==> src/design/esip_pkg.sv <==
// types, register map and constants shared by the speed controller modules
package esip_pkg;

   // register indexes on the csr port (byte address / 4)
   localparam logic [2:0] REG_COUNTER_MODULUS = 3'd0;
   localparam logic [2:0] REG_SPEED_SETPOINT  = 3'd1;
   localparam logic [2:0] REG_GAIN_P          = 3'd2;
   localparam logic [2:0] REG_GAIN_I          = 3'd3;
   localparam logic [2:0] REG_GAIN_D          = 3'd4;
   localparam logic [2:0] REG_DRIVE_MAX       = 3'd5;
   localparam logic [2:0] REG_DRIVE_MIN       = 3'd6;

   localparam int unsigned CSR_ADDR_W = 5;

   // x/5 as (x * 52429) >> 18, exact for x below 2**18
   localparam logic [15:0] FILT_RECIP = 16'd52429;
   localparam logic [14:0] SPEED_MAX  = 15'd32767;

   // x/100 split as 1310*hi + (72*hi + lo)/100, with hi = x >> 17
   localparam logic [10:0] DIV_HI_MULT = 11'd1310;
   // (y * 42949673) >> 32 equals y/100 for y below 2**30
   localparam logic [25:0] DIV_RECIP   = 26'd42949673;

   typedef struct packed {
      logic [15:0] encoder_count;
      logic        stop_request;
   } req_type;

   typedef struct packed {
      logic signed [15:0] drive_value;
      logic               reverse_dir;
      logic signed [15:0] speed_filtered;
   } rsp_type;

   typedef struct packed {
      logic [15:0]        counter_modulus;
      logic [14:0]        speed_setpoint;
      logic [15:0]        gain_p;
      logic [15:0]        gain_i;
      logic [15:0]        gain_d;
      logic signed [15:0] drive_max;
      logic signed [15:0] drive_min;
   } cfg_type;

   // fields that ride along the pipeline untouched
   typedef struct packed {
      logic               reverse_dir;
      logic signed [15:0] speed_filtered;
   } side_type;

   localparam cfg_type CFG_RESET = '{
      counter_modulus: 16'd65535,
      speed_setpoint:  15'd300,
      gain_p:          16'd0,
      gain_i:          16'd0,
      gain_d:          16'd0,
      drive_max:       16'sd0,
      drive_min:       16'sd0
   };

endpackage

==> src/design/esip_filter.sv <==
// count folding, speed filter, error history and pid difference terms
module esip_filter (
   input  logic                 clock,
   input  logic                 reset,
   input  esip_pkg::cfg_type    cfg,
   input  logic                 in_valid,
   output logic                 in_ready,
   input  esip_pkg::req_type    in_data,
   output logic                 out_valid,
   input  logic                 out_ready,
   output esip_pkg::side_type   out_side,
   output logic signed [17:0]   out_err_p,
   output logic signed [16:0]   out_err_i,
   output logic signed [18:0]   out_err_d
);

   logic               valid_ff;
   logic               backward_ff;
   logic signed [15:0] filt_ff;
   logic signed [16:0] e1_ff;
   logic signed [16:0] e2_ff;
   logic signed [17:0] err_p_ff;
   logic signed [18:0] err_d_ff;

   logic               load;
   logic               backward;
   logic signed [17:0] mag;
   logic signed [19:0] f4;
   logic signed [19:0] num;
   logic               num_neg;
   logic [19:0]        num_abs;
   logic [33:0]        quo_full;
   logic [15:0]        quo;
   logic [14:0]        quo_sat;
   logic signed [15:0] filt_in;
   logic signed [16:0] setp;
   logic signed [16:0] err_in;
   logic signed [17:0] err_p_in;
   logic signed [18:0] err_d_in;

   assign in_ready = !valid_ff || out_ready;
   assign load     = in_ready && in_valid;

   // count above half the modulus is reverse travel
   assign backward = in_data.encoder_count > {1'b0, cfg.counter_modulus[15:1]};
   assign mag = backward ? ($signed({2'b00, cfg.counter_modulus})
                            - $signed({2'b00, in_data.encoder_count}))
                         : $signed({2'b00, in_data.encoder_count});

   assign f4  = {{2{filt_ff[15]}}, filt_ff, 2'b00};
   assign num = backward ? (f4 - {{2{mag[17]}}, mag}) : (f4 + {{2{mag[17]}}, mag});

   // truncate toward zero: divide the magnitude, then restore the sign
   assign num_neg  = num[19];
   assign num_abs  = num_neg ? 20'(-num) : 20'(num);
   assign quo_full = num_abs[17:0] * esip_pkg::FILT_RECIP;
   assign quo      = quo_full[33:18];
   assign quo_sat  = (quo > {1'b0, esip_pkg::SPEED_MAX}) ? esip_pkg::SPEED_MAX : quo[14:0];
   assign filt_in  = num_neg ? -$signed({1'b0, quo_sat}) : $signed({1'b0, quo_sat});

   assign setp     = in_data.stop_request ? 17'sd0 : $signed({2'b00, cfg.speed_setpoint});
   assign err_in   = setp - {filt_in[15], filt_in};
   assign err_p_in = {err_in[16], err_in} - {e1_ff[16], e1_ff};
   assign err_d_in = {{2{err_in[16]}}, err_in} - {e1_ff[16], e1_ff, 1'b0}
                     + {{2{e2_ff[16]}}, e2_ff};

   always_ff @(posedge clock) begin
      if (reset) begin
         valid_ff <= 1'b0;
         filt_ff  <= '0;
         e1_ff    <= '0;
         e2_ff    <= '0;
      end else begin
         if (in_ready) valid_ff <= in_valid;
         if (load) begin
            filt_ff <= filt_in;
            e1_ff   <= err_in;
            e2_ff   <= e1_ff;
         end
      end
   end

   always_ff @(posedge clock) begin
      if (load) begin
         backward_ff <= backward;
         err_p_ff    <= err_p_in;
         err_d_ff    <= err_d_in;
      end
   end

   assign out_valid               = valid_ff;
   assign out_side.reverse_dir    = backward_ff;
   assign out_side.speed_filtered = filt_ff;
   assign out_err_p               = err_p_ff;
   assign out_err_i               = e1_ff;
   assign out_err_d               = err_d_ff;

   a_history_shift: assert property (@(posedge clock) disable iff (reset)
      (!reset && load) |=> (e2_ff == $past(e1_ff)))
      else $error("error history did not shift on a beat");

   a_filt_range: assert property (@(posedge clock) disable iff (reset)
      filt_ff[15:0] != 16'h8000)
      else $error("filtered speed left its saturation range");

endmodule

==> src/design/esip_gain.sv <==
// registered gain products of the three pid terms
module esip_gain (
   input  logic                 clock,
   input  logic                 reset,
   input  esip_pkg::cfg_type    cfg,
   input  logic                 in_valid,
   output logic                 in_ready,
   input  esip_pkg::side_type   in_side,
   input  logic signed [17:0]   in_err_p,
   input  logic signed [16:0]   in_err_i,
   input  logic signed [18:0]   in_err_d,
   output logic                 out_valid,
   input  logic                 out_ready,
   output esip_pkg::side_type   out_side,
   output logic signed [35:0]   out_prod_p,
   output logic signed [35:0]   out_prod_i,
   output logic signed [35:0]   out_prod_d
);

   logic                 valid_ff;
   esip_pkg::side_type   side_ff;
   logic signed [35:0]   prod_p_ff;
   logic signed [35:0]   prod_i_ff;
   logic signed [35:0]   prod_d_ff;

   logic                 load;
   logic signed [35:0]   prod_p_in;
   logic signed [35:0]   prod_i_in;
   logic signed [35:0]   prod_d_in;

   assign in_ready = !valid_ff || out_ready;
   assign load     = in_ready && in_valid;

   assign prod_p_in = $signed({1'b0, cfg.gain_p}) * in_err_p;
   assign prod_i_in = $signed({1'b0, cfg.gain_i}) * in_err_i;
   assign prod_d_in = $signed({1'b0, cfg.gain_d}) * in_err_d;

   always_ff @(posedge clock) begin
      if (reset) begin
         valid_ff <= 1'b0;
      end else if (in_ready) begin
         valid_ff <= in_valid;
      end
   end

   always_ff @(posedge clock) begin
      if (load) begin
         side_ff   <= in_side;
         prod_p_ff <= prod_p_in;
         prod_i_ff <= prod_i_in;
         prod_d_ff <= prod_d_in;
      end
   end

   assign out_valid  = valid_ff;
   assign out_side   = side_ff;
   assign out_prod_p = prod_p_ff;
   assign out_prod_i = prod_i_ff;
   assign out_prod_d = prod_d_ff;

endmodule

==> src/design/esip_div100.sv <==
// sum of pid products divided by 100, truncating toward zero, over two stages
module esip_div100 (
   input  logic                 clock,
   input  logic                 reset,
   input  logic                 in_valid,
   output logic                 in_ready,
   input  esip_pkg::side_type   in_side,
   input  logic signed [35:0]   in_prod_p,
   input  logic signed [35:0]   in_prod_i,
   input  logic signed [35:0]   in_prod_d,
   output logic                 out_valid,
   input  logic                 out_ready,
   output esip_pkg::side_type   out_side,
   output logic signed [29:0]   out_inc
);

   logic                 split_valid_ff;
   esip_pkg::side_type   split_side_ff;
   logic                 neg_ff;
   logic [28:0]          hi_ff;
   logic [24:0]          x_ff;

   logic                 quo_valid_ff;
   esip_pkg::side_type   quo_side_ff;
   logic signed [29:0]   inc_ff;

   logic                 split_ready;
   logic                 split_load;
   logic                 quo_ready;
   logic                 quo_load;
   logic signed [36:0]   sum;
   logic                 neg_in;
   logic [36:0]          sum_abs;
   logic [17:0]          hi_part;
   logic [16:0]          lo_part;
   logic [28:0]          hi_in;
   logic [24:0]          x_in;
   logic [50:0]          x_prod;
   logic [28:0]          quo;
   logic signed [29:0]   inc_in;

   assign quo_ready   = !quo_valid_ff || out_ready;
   assign quo_load    = quo_ready && split_valid_ff;
   assign split_ready = !split_valid_ff || quo_ready;
   assign split_load  = split_ready && in_valid;
   assign in_ready    = split_ready;

   // magnitude stays below 2**35
   assign sum     = {in_prod_p[35], in_prod_p} + {in_prod_i[35], in_prod_i}
                    + {in_prod_d[35], in_prod_d};
   assign neg_in  = sum[36];
   assign sum_abs = neg_in ? 37'(-sum) : 37'(sum);
   assign hi_part = sum_abs[34:17];
   assign lo_part = sum_abs[16:0];

   // 2**17 = 1310*100 + 72
   assign hi_in = hi_part * esip_pkg::DIV_HI_MULT;
   assign x_in  = {1'b0, hi_part, 6'b000000} + {4'b0000, hi_part, 3'b000}
                  + {8'b00000000, lo_part};

   assign x_prod = x_ff * esip_pkg::DIV_RECIP;
   assign quo    = hi_ff + {10'b0000000000, x_prod[50:32]};
   assign inc_in = neg_ff ? -$signed({1'b0, quo}) : $signed({1'b0, quo});

   always_ff @(posedge clock) begin
      if (reset) begin
         split_valid_ff <= 1'b0;
         quo_valid_ff   <= 1'b0;
      end else begin
         if (split_ready) split_valid_ff <= in_valid;
         if (quo_ready) quo_valid_ff <= split_valid_ff;
      end
   end

   always_ff @(posedge clock) begin
      if (split_load) begin
         split_side_ff <= in_side;
         neg_ff        <= neg_in;
         hi_ff         <= hi_in;
         x_ff          <= x_in;
      end
      if (quo_load) begin
         quo_side_ff <= split_side_ff;
         inc_ff      <= inc_in;
      end
   end

   assign out_valid = quo_valid_ff;
   assign out_side  = quo_side_ff;
   assign out_inc   = inc_ff;

endmodule

==> src/design/esip_drive.sv <==
// drive accumulator with upper then lower clamp, feeding the result register
module esip_drive (
   input  logic                 clock,
   input  logic                 reset,
   input  esip_pkg::cfg_type    cfg,
   input  logic                 in_valid,
   output logic                 in_ready,
   input  esip_pkg::side_type   in_side,
   input  logic signed [29:0]   in_inc,
   output logic                 out_valid,
   input  logic                 out_ready,
   output esip_pkg::rsp_type    out_data
);

   logic                 valid_ff;
   logic signed [15:0]   accum_ff;
   esip_pkg::rsp_type    rsp_ff;

   logic                 load;
   logic signed [30:0]   sum;
   logic signed [30:0]   max_ext;
   logic signed [30:0]   min_ext;
   logic signed [30:0]   upper;
   logic signed [15:0]   accum_in;

   assign in_ready = !valid_ff || out_ready;
   assign load     = in_ready && in_valid;

   assign sum     = {{15{accum_ff[15]}}, accum_ff} + {in_inc[29], in_inc};
   assign max_ext = {{15{cfg.drive_max[15]}}, cfg.drive_max};
   assign min_ext = {{15{cfg.drive_min[15]}}, cfg.drive_min};

   // lower clamp wins when the bounds cross
   assign upper    = (sum > max_ext) ? max_ext : sum;
   assign accum_in = (upper < min_ext) ? cfg.drive_min : upper[15:0];

   always_ff @(posedge clock) begin
      if (reset) begin
         valid_ff <= 1'b0;
         accum_ff <= '0;
      end else begin
         if (in_ready) valid_ff <= in_valid;
         if (load) accum_ff <= accum_in;
      end
   end

   always_ff @(posedge clock) begin
      if (load) begin
         rsp_ff.drive_value    <= accum_in;
         rsp_ff.reverse_dir    <= in_side.reverse_dir;
         rsp_ff.speed_filtered <= in_side.speed_filtered;
      end
   end

   assign out_valid = valid_ff;
   assign out_data  = rsp_ff;

   a_drive_matches_accum: assert property (@(posedge clock) disable iff (reset)
      valid_ff |-> (rsp_ff.drive_value == accum_ff))
      else $error("result drive differs from the accumulator");

endmodule

==> src/design/encoder_speed_incremental_pid.sv <==
// incremental pid speed controller: csr block, input register and pipeline
// a result passes the input, filter, gain, /100 split, /100 quotient and drive registers in turn
// throughput: one beat per cycle while rsp_stall is low; filter and error history close in one stage,
// the drive accumulator in the last, the /100 split over two stages in between
// reset (synchronous): pipeline emptied, state zeroed, registers to defaults
module encoder_speed_incremental_pid (
   input  logic                                clock,
   input  logic                                reset,
   input  logic                                req_valid,
   output logic                                req_stall,
   input  esip_pkg::req_type                   req_data,
   output logic                                rsp_valid,
   input  logic                                rsp_stall,
   output esip_pkg::rsp_type                   rsp_data,
   input  logic                                csr_psel,
   input  logic                                csr_penable,
   input  logic                                csr_pwrite,
   input  logic [esip_pkg::CSR_ADDR_W-1:0]     csr_paddr,
   input  logic [31:0]                         csr_pwdata,
   output logic [31:0]                         csr_prdata,
   output logic                                csr_pready
);

   esip_pkg::cfg_type    cfg_ff;
   logic                 s0_valid_ff;
   esip_pkg::req_type    s0_data_ff;

   logic                 s0_ready;
   logic                 csr_write;
   logic [2:0]           csr_index;

   logic                 filt_ready;
   logic                 filt_valid;
   esip_pkg::side_type   filt_side;
   logic signed [17:0]   filt_err_p;
   logic signed [16:0]   filt_err_i;
   logic signed [18:0]   filt_err_d;

   logic                 gain_ready;
   logic                 gain_valid;
   esip_pkg::side_type   gain_side;
   logic signed [35:0]   gain_prod_p;
   logic signed [35:0]   gain_prod_i;
   logic signed [35:0]   gain_prod_d;

   logic                 div_ready;
   logic                 div_valid;
   esip_pkg::side_type   div_side;
   logic signed [29:0]   div_inc;

   logic                 drv_ready;

   // csr port
   assign csr_pready = 1'b1;
   assign csr_index  = csr_paddr[4:2];
   assign csr_write  = csr_psel && csr_penable && csr_pwrite && csr_pready;

   always_ff @(posedge clock) begin
      if (reset) begin
         cfg_ff <= esip_pkg::CFG_RESET;
      end else if (csr_write) begin
         unique case (csr_index)
            esip_pkg::REG_COUNTER_MODULUS: cfg_ff.counter_modulus <= csr_pwdata[15:0];
            esip_pkg::REG_SPEED_SETPOINT:  cfg_ff.speed_setpoint  <= csr_pwdata[14:0];
            esip_pkg::REG_GAIN_P:          cfg_ff.gain_p          <= csr_pwdata[15:0];
            esip_pkg::REG_GAIN_I:          cfg_ff.gain_i          <= csr_pwdata[15:0];
            esip_pkg::REG_GAIN_D:          cfg_ff.gain_d          <= csr_pwdata[15:0];
            esip_pkg::REG_DRIVE_MAX:       cfg_ff.drive_max       <= csr_pwdata[15:0];
            esip_pkg::REG_DRIVE_MIN:       cfg_ff.drive_min       <= csr_pwdata[15:0];
            default: ;
         endcase
      end
   end

   always_comb begin
      unique case (csr_index)
         esip_pkg::REG_COUNTER_MODULUS: csr_prdata = {16'h0000, cfg_ff.counter_modulus};
         esip_pkg::REG_SPEED_SETPOINT:  csr_prdata = {17'h00000, cfg_ff.speed_setpoint};
         esip_pkg::REG_GAIN_P:          csr_prdata = {16'h0000, cfg_ff.gain_p};
         esip_pkg::REG_GAIN_I:          csr_prdata = {16'h0000, cfg_ff.gain_i};
         esip_pkg::REG_GAIN_D:          csr_prdata = {16'h0000, cfg_ff.gain_d};
         esip_pkg::REG_DRIVE_MAX:       csr_prdata = {{16{cfg_ff.drive_max[15]}},
                                                      cfg_ff.drive_max};
         esip_pkg::REG_DRIVE_MIN:       csr_prdata = {{16{cfg_ff.drive_min[15]}},
                                                      cfg_ff.drive_min};
         default:                       csr_prdata = 32'h0000_0000;
      endcase
   end

   // input register
   assign s0_ready  = !s0_valid_ff || filt_ready;
   assign req_stall = !s0_ready;

   always_ff @(posedge clock) begin
      if (reset) begin
         s0_valid_ff <= 1'b0;
      end else if (s0_ready) begin
         s0_valid_ff <= req_valid;
      end
   end

   always_ff @(posedge clock) begin
      if (s0_ready && req_valid) s0_data_ff <= req_data;
   end

   esip_filter u_filter (
      .clock     (clock),
      .reset     (reset),
      .cfg       (cfg_ff),
      .in_valid  (s0_valid_ff),
      .in_ready  (filt_ready),
      .in_data   (s0_data_ff),
      .out_valid (filt_valid),
      .out_ready (gain_ready),
      .out_side  (filt_side),
      .out_err_p (filt_err_p),
      .out_err_i (filt_err_i),
      .out_err_d (filt_err_d)
   );

   esip_gain u_gain (
      .clock      (clock),
      .reset      (reset),
      .cfg        (cfg_ff),
      .in_valid   (filt_valid),
      .in_ready   (gain_ready),
      .in_side    (filt_side),
      .in_err_p   (filt_err_p),
      .in_err_i   (filt_err_i),
      .in_err_d   (filt_err_d),
      .out_valid  (gain_valid),
      .out_ready  (div_ready),
      .out_side   (gain_side),
      .out_prod_p (gain_prod_p),
      .out_prod_i (gain_prod_i),
      .out_prod_d (gain_prod_d)
   );

   esip_div100 u_div100 (
      .clock     (clock),
      .reset     (reset),
      .in_valid  (gain_valid),
      .in_ready  (div_ready),
      .in_side   (gain_side),
      .in_prod_p (gain_prod_p),
      .in_prod_i (gain_prod_i),
      .in_prod_d (gain_prod_d),
      .out_valid (div_valid),
      .out_ready (drv_ready),
      .out_side  (div_side),
      .out_inc   (div_inc)
   );

   esip_drive u_drive (
      .clock     (clock),
      .reset     (reset),
      .cfg       (cfg_ff),
      .in_valid  (div_valid),
      .in_ready  (drv_ready),
      .in_side   (div_side),
      .in_inc    (div_inc),
      .out_valid (rsp_valid),
      .out_ready (!rsp_stall),
      .out_data  (rsp_data)
   );

   a_empty_input_takes_beat: assert property (@(posedge clock) disable iff (reset)
      !s0_valid_ff |-> !req_stall)
      else $error("input stalled while its register is empty");

endmodule

==> config.mk <==
export PLATFORM = sky130hd
export DESIGN_NAME = encoder_speed_incremental_pid
export DESIGN_NICKNAME = d
export VERILOG_FILES = /design/src/design/esip_pkg.sv /design/src/design/esip_filter.sv /design/src/design/esip_gain.sv /design/src/design/esip_div100.sv /design/src/design/esip_drive.sv /design/src/design/encoder_speed_incremental_pid.sv
export SDC_FILE = /design/constraint.sdc
export NUM_CORES = 2
export LEC_CHECK = 0
export ABC_AREA = 1
export BUFFER_PORTS_ARGS = -buffer_cell sky130_fd_sc_hd__buf_4
export CORE_MARGIN = 2
export CORE_UTILIZATION = 55
export CTS_CLUSTER_SIZE = 40
export DETAILED_ROUTE_END_ITERATION = 6
export PLACE_DENSITY = 0.76
export SYNTH_ARGS = -nofsm -noshare
export SYNTH_HDL_FRONTEND = slang
export SYNTH_SLANG_ARGS = --single-unit
==> constraint.sdc <==
create_clock -name clock -period 13.8 [get_ports clock]
set_input_delay 0.69 -clock clock [delete_from_list [all_inputs] [get_ports clock]]
set_output_delay 0.69 -clock clock [all_outputs]
set_load 0.01 [all_outputs]
### Word level (Yosys, flattened, before mapping)

Index checks and enable logic that the tools add are counted.

* register bits after elaboration: 511
* output and inout port bits: 68

* $add $sub $neg: 17
* multipliers: 6
* reduce and logical (&&, ||, !) cells: 30
* mux-type cells: 11
* eq/ne operators: 6
* order comparisons: 4

Operators by type and width (number)
* one-hot mux 32 bit (7 select lines): 1
* multiplier 25 x 26 -> 51 bit (second input constant): 1
* adder 37 bit: 1
* adder 35 x 34 -> 36 bit: 1
* multiplier 17 x 19 -> 36 bit: 1
* 2-to-1 mux 18 bit: 2
* multiplier 17 x 18 -> 35 bit: 1
* 2-to-1 mux 35 bit: 1
* negator 35 bit: 1
* multiplier 17 x 17 -> 34 bit: 1
* multiplier 18 x 16 -> 34 bit (second input constant): 1
* subtractor 16 x 16 -> 17 bit: 2
* 2-to-1 mux 16 bit: 2
* adder 16 x 30 -> 31 bit: 1
* > comparator 31 x 16 -> 1 bit: 1
* less-than comparator 31 x 16 -> 1 bit: 1
* 2-to-1 mux 31 bit: 1
* 2-to-1 mux 15 bit: 2
* negator 29 -> 30 bit: 1
* adder 29 x 19 -> 29 bit: 1
* 2-to-1 mux 29 bit: 1
* multiplier 18 x 10 -> 28 bit (second input constant): 1
* adder 24 x 21 -> 25 bit: 1
* adder 25 x 17 -> 25 bit: 1
* 18 further kinds: 46

### Longest topological paths before layout

* depth in word-level cells: 14
* depth in mapped cells: 91
* depth with buffers taken out: 88

### Cells and area by module

A second synthesis with hierarchy kept.

* cells, all modules: 11853
* area, all modules: 91380.1 um^2

By module, submodules not included
* esip_gain: cells an instance 5028, times used 1, seq. area each 3683.5 um^2, area an instance 38828.5 um^2
* esip_div100: cells an instance 3131, times used 1, seq. area each 3583.4 um^2, area an instance 25848.5 um^2
* esip_filter: cells an instance 2076, times used 1, seq. area each 2162.1 um^2, area an instance 15247.1 um^2
* encoder_speed_incremental_pid: cells an instance 904, times used 1, seq. area each 2752.6 um^2, area an instance 6190.9 um^2
* esip_drive: cells an instance 714, times used 1, seq. area each 1331.3 um^2, area an instance 5265.0 um^2

### Worst setup path after synthesis

No wires, ideal clock.

* path kind: reg2reg
* start point: register s0_data_ff[3] (netlist bit)
* end point: register u_filter.err_d_ff[17] (netlist: u_filter.out_err_d[17]) (data pin)
* arrival: 12.893 ns
* stages on the path, launching flop included: 86
* buffers on the path: 2
* slack: 0.650 ns
* data required time: 13.543 ns
* library setup time: 0.257 ns
* path through: edfxtp_1 -> inv_1 -> ha_1 -> nand2_1 -> o21ai_0 -> a21oi_1 -> o21ai_0 -> a21o_1 -> a21oi_1 -> o21ai_0 -> nand3_1 -> nand2_1 -> nand3_1 -> nand2_1 -> a21oi_1 -> inv_1 -> a21oi_1 -> or2_2 -> [50 not listed] -> nand2_1 -> xor2_1 -> fa_1 -> ha_1 -> a21oi_1 -> o21ai_0 -> nand3_1 -> nand2_1 -> a21o_1 -> a21oi_1 -> nor2_1 -> nor2_1 -> inv_1 -> a21oi_1 -> nor2_1 -> o21ai_0 -> nand2_1 -> xor2_1

* word-level cells in the longest chain between the ends: 14
* elaborated cells on any way between the ends: 16
* classes of those cells: add/sub: 8; mul: 1; order compare: 2; mux: 5

RTL lines
* start: declaration: RTL line encoder_speed_incremental_pid.sv:26 `esip_pkg::req_type s0_data_ff;`
* start signal: assignment: RTL line encoder_speed_incremental_pid.sv:103 `if (s0_ready && req_valid) s0_data_ff <= req_data;`
* subtractor 16 x 16 -> 17 bit / > comparator 16 x 15 -> 1 bit (equally long branches): RTL line esip_filter.sv:47, esip_filter.sv:45
* 2-to-1 mux 18 bit: RTL line esip_filter.sv:46 `assign mag = backward ? ($signed({2'b00, cfg.counter_modulus})`
* adder 18 x 18 -> 19 bit / subtractor 18 x 18 -> 19 bit (equally long branches): RTL line esip_filter.sv:51 `assign num = backward ? (f4 - {{2{mag[17]}}, mag}) : (f4 + {{2{mag[17]}}, mag});`
* 2-to-1 mux 20 bit *: RTL line esip_filter.sv:51
* negator 18 bit: RTL line esip_filter.sv:55 `assign num_abs = num_neg ? 20'(-num) : 20'(num);`
* 2-to-1 mux 18 bit: RTL line esip_filter.sv:55
* multiplier 18 x 16 -> 34 bit: RTL line esip_filter.sv:56 `assign quo_full = num_abs[17:0] * esip_pkg::FILT_RECIP;`
* > comparator 16 x 15 -> 1 bit: RTL line esip_filter.sv:58 `assign quo_sat = (quo > {1'b0, esip_pkg::SPEED_MAX}) ? esip_pkg::SPEED_MAX : quo[14:0];`
* 2-to-1 mux 15 bit: RTL line esip_filter.sv:58
* negator 15 -> 16 bit: RTL line esip_filter.sv:59 `assign filt_in = num_neg ? -$signed({1'b0, quo_sat}) : $signed({1'b0, quo_sat});`
* 2-to-1 mux 16 bit *: RTL line esip_filter.sv:59
* subtractor 16 x 16 -> 17 bit *: RTL line esip_filter.sv:62 `assign err_in = setp - {filt_in[15], filt_in};`
* net u_filter.err_in[7]: RTL line esip_filter.sv:37 `logic signed [16:0] err_in;`
* subtractor 17 x 18 -> 19 bit *: RTL line esip_filter.sv:64 `assign err_d_in = {{2{err_in[16]}}, err_in} - {e1_ff[16], e1_ff, 1'b0}`
* adder 19 bit *: RTL line esip_filter.sv:65 `+ {{2{e2_ff[16]}}, e2_ff};`
* net u_filter.err_d_in[17]: RTL line esip_filter.sv:39 `logic signed [18:0] err_d_in;`
* end signal: assignment: RTL line esip_filter.sv:87 `err_d_ff <= err_d_in;`
* end: declaration: RTL line esip_filter.sv:23 `logic signed [18:0] err_d_ff;`

The timed path passes the listed nets; every way through them passes the cells marked *.
A chain may end at the register's enable or synchronous reset.

### Worst setup path after layout

* start point: register s0_data_ff[1] (netlist bit)
* end point: register u_filter.err_d_ff[17] (netlist: u_filter.out_err_d[17]) (data pin)

The elaborated chain is that of the path after synthesis.

==> summary.txt <==
Status
  • Status: finished, final reports clean

Placement
  • Place WS: -238 ps
  • Final GP Congestion: 0.983
  • HPWL Detailed: 185000 microns
  • Port-buffer cells: 109

Global routing
  • Vias in the first global route: 68800
  • First-pass GRT wire length: 360000 microns
  • Initial antenna violation count: 6
  • All-layer global routing usage: 0.299
  • GR Overflow Total: 0
  • Maximum number of pins on one net before global-route repair: 102

Worst setup path
  • Critical Path RT: 14230 ps
  • Crit path top cell by count: nand2_1
  • Crit path from: s0_data_ff[1]
  • Startpoint types: register
  • RR Startpoint: s0_data_ff[1]
  • CP arrival: 13860 ps
  • RR Endpoint: u_filter.out_err_d[17]
  • CP endpoint kind: register
  • Slowest library cell on the worst path: fa_2
  • R2R depth: 79
  • R2r setup slk: 370 ps
  • Critical Path Max Stage Delay: 540 ps
  • CP Class: reg -> reg
  • Crit Path Max Fanout: 5

Floorplan
  • Die Area: 154000 sq um
  • Core ar.: 150000 sq um
  • Die Y: 393 microns
  • Row cnt: 142
  • DIE WIDTH: 393 microns
  • Initial Utilization: 0.554
  • # IOs: 129

Logic synthesis
  • Dominant synthesized flop cell: edfxtp_1
  • Count of different cell masters after synthesis: 76
  • Synthesized area: 83100 sq um
  • Number of synthesized flops with an enable pin: 328
  • Warnings, synthesis: 0
  • Synthesized instance count: 9726
  • Xor and xnor area share after synthesis: 0.0490
  • Synth Area in Simple Gates: 0.121
  • Post-synth net total: 12100
  • Async set-or-reset flop fraction in the synthesized netlist: 0
  • Synth Area in Adders: 0.462
  • Multiplexer share of the synthesized area: 0.000120
  • Largest family of logic cells by synthesized area: adder cells
  • Register area share after synthesis: 0.163
  • Syn Area/Cell: 8.54 sq um
  • Synth Area in Compound Gates: 0.0779
  • #FFs+latches synth: 511

Finish
  • Ratio of cells with drive above 1 in the final layout: 0.0791
  • Area grow syn2layout: 9.28%
  • Leading cell type in the layout, fill and taps excluded: inv_1
  • Commonest non-fill, non-tap cells in the layout: inv_1 (2469), nand2_1 (1680), fa_1 (1200)
  • Nets@finish: 12400

Timing
  • Fmax: 74.5 MHz
  • Skew final: 57.4 ps
  • Final setup viols: 0
  • Setup slack after layout: 372 ps
  • Final hold violation count: 0
  • Fin crit period: 13430 ps
  • RSZ-0062 raised after global routing: yes
  • Slew Limit Headroom: 0.0629
  • Worst-Margin Slew: 1400 ps
  • Final period util: 0.973
  • Max Slew Vio Count: 0

Clocking
  • Skew-Pair Late Insertion Delay: 710 ps
  • Root buf cell: clkbuf_16
  • H-tree Lvls: 2
  • Num CTS Buffers: 57
  • Clk sink count: 511
  • CTS Buffer Depth: 3
  • Clock-pin slew on the worst setup and hold paths: 60 ps
  • TritonCTS clock tree: built

Min path
  • Worst Hold Class: in -> reg
  • Hold Path Origin: req_data[13]
  • Worst hold endpoint: s0_data_ff[13]
  • Worst Hold Depth: 1

Route
  • Vias per inst: 5.45
  • DR vias: 65400
  • Post-route DRC: 0
  • Pre-antenna DRT Iters: 6
  • Post-Route WL: 227000 microns
  • Final antenna-violating net count: 0
  • Routed wire length per instance: 18.9 microns
  • Initial detailed-routing violation count: 4833

Job
  • Max cap viols: 0
==> critical path: cells and delay by family (launching register included) <==
family	cells	cell delay, ps
fa+ha+maj	13	4910
compound gates	23	3400
simple gates	25	2250
buf+inv	15	1620
xor+xnor	3	520
flops	1	440
==> flip-flops by register name, indices dropped and copies added (netlist names), 16 cells and up <==
signal                  flops
u_filter.out_err_i         17
u_drive.out_data           33
u_filter.e2_ff             17
u_filter.filt_ff           16
u_div100.x_ff              25
u_filter.out_err_p         18
u_div100.split_side_ff     17
u_filter.out_err_d         19
cfg_ff                    111
u_div100.out_inc           30
u_gain.out_prod_d          36
u_gain.out_side            17
u_drive.accum_ff           16
u_div100.out_side          17
u_div100.hi_ff             28
s0_data_ff                 17
u_gain.out_prod_i          34
u_gain.out_prod_p          35
==> synthesized netlist by cell type (5+ instances only) <==
| cell type | instances | area, sq um |
|---|---|---|
| a211oi_1 | 20 | 150 |
| a21boi_0 | 8 | 60.1 |
| a21boi_1 | 5 | 37.5 |
| a21o_1 | 36 | 270 |
| a21oi_1 | 547 | 2740 |
| a221oi_1 | 23 | 201 |
| a31oi_1 | 20 | 125 |
| buf_1 | 8 | 30.0 |
| buf_4 | 17 | 128 |
| clkbuf_1 | 272 | 1020 |
| dfxtp_1 | 183 | 3660 |
| edfxtp_1 | 328 | 9850 |
| fa_1 | 1205 | 24100 |
| ha_1 | 1137 | 14200 |
| inv_1 | 2481 | 9310 |
| inv_2 | 12 | 45.0 |
| nand2_1 | 1694 | 6360 |
| nand2_2 | 14 | 87.6 |
| nand3_1 | 201 | 1010 |
| nand3_2 | 9 | 90.1 |
| nand3b_1 | 11 | 82.6 |
| nand4_1 | 46 | 288 |
| nor2_1 | 375 | 1410 |
| nor3_1 | 47 | 235 |
| nor4_1 | 12 | 75.1 |
| o2111ai_1 | 7 | 61.3 |
| o211ai_1 | 31 | 233 |
| o21a_1 | 16 | 120 |
| o21ai_0 | 335 | 1680 |
| o21ai_1 | 17 | 85.1 |
| o21bai_1 | 23 | 173 |
| o221ai_1 | 12 | 105 |
| o22ai_1 | 12 | 75.1 |
| o31ai_1 | 18 | 135 |
| or2_2 | 15 | 93.8 |
| xnor2_1 | 118 | 1030 |
| xor2_1 | 342 | 3000 |
==> logic make-up (layout without fill, tap and decap cells) <==
group,count (synthesis),in the layout
other cells,1,3
simple gates,2457,2457
fa+ha+maj,2342,2342
xor+xnor,462,462
compound gates,1153,1153
mux,1,1
buf+inv,2799,3073
flops,511,511
==> routing by layer <==
metal  track usage  part of all wire  up-vias
li1              -                 -    30300
met1         0.358              0.38    31700
met2         0.511              0.48     2621
met3        0.0515             0.076      793
met4         0.163             0.067        4
met5             0           0.00017        -
==> layout make-up <==
cell class | instances | area (sq um)
clock inverters | 39 | 439
well taps | 2016 | 2520
inverters | 2495 | 9370
clock buffers | 69 | 1580
fillers | 12600 | 59200
repair buffers | 470 | 3570
diodes | 2 | 5.00
flip-flops and latches | 511 | 13500
multi-input cells | 6416 | 59800
==> what timing repair did <==
action | CTS | global route
buffers inserted | 3 | 23
hold buffers | 0 | 0
resized for setup | 12 | 167
pin swaps | 4 | 58
endpoints found under the setup margin | 4 | 21
endpoints found under the hold margin | 0 | 0
==> worst max-delay path by stage <==
stage	end	slack (ps)	cells past startpoint
floorplan	u_filter.out_err_d[17]	650	85
global placement	u_filter.out_err_d[17]	-20	83
detailed placement	u_filter.out_err_d[18]	-240	80
CTS	u_filter.out_err_d[17]	10	83
global route	u_filter.out_err_d[17]	-400	86
finish	u_filter.out_err_d[17]	370	79
==> stage by stage <==
step	instance area, sq um	util	hold slack (ps)	setup TNS [ps]	std cells
detailed placement	87700	0.585	405	-560	11900
finish	90800	0.605	151	0	12000
global route	90800	0.605	125	-1390	12000
CTS	89800	0.599	123	0	12000
global placement	87700	0.585	402	-17.6	11900
floorplan	83100	-	400	0	9726
Power is left out: the tool's default activity adds up to more than one toggle a clock period on the data nets, which glitch-free logic cannot reach.
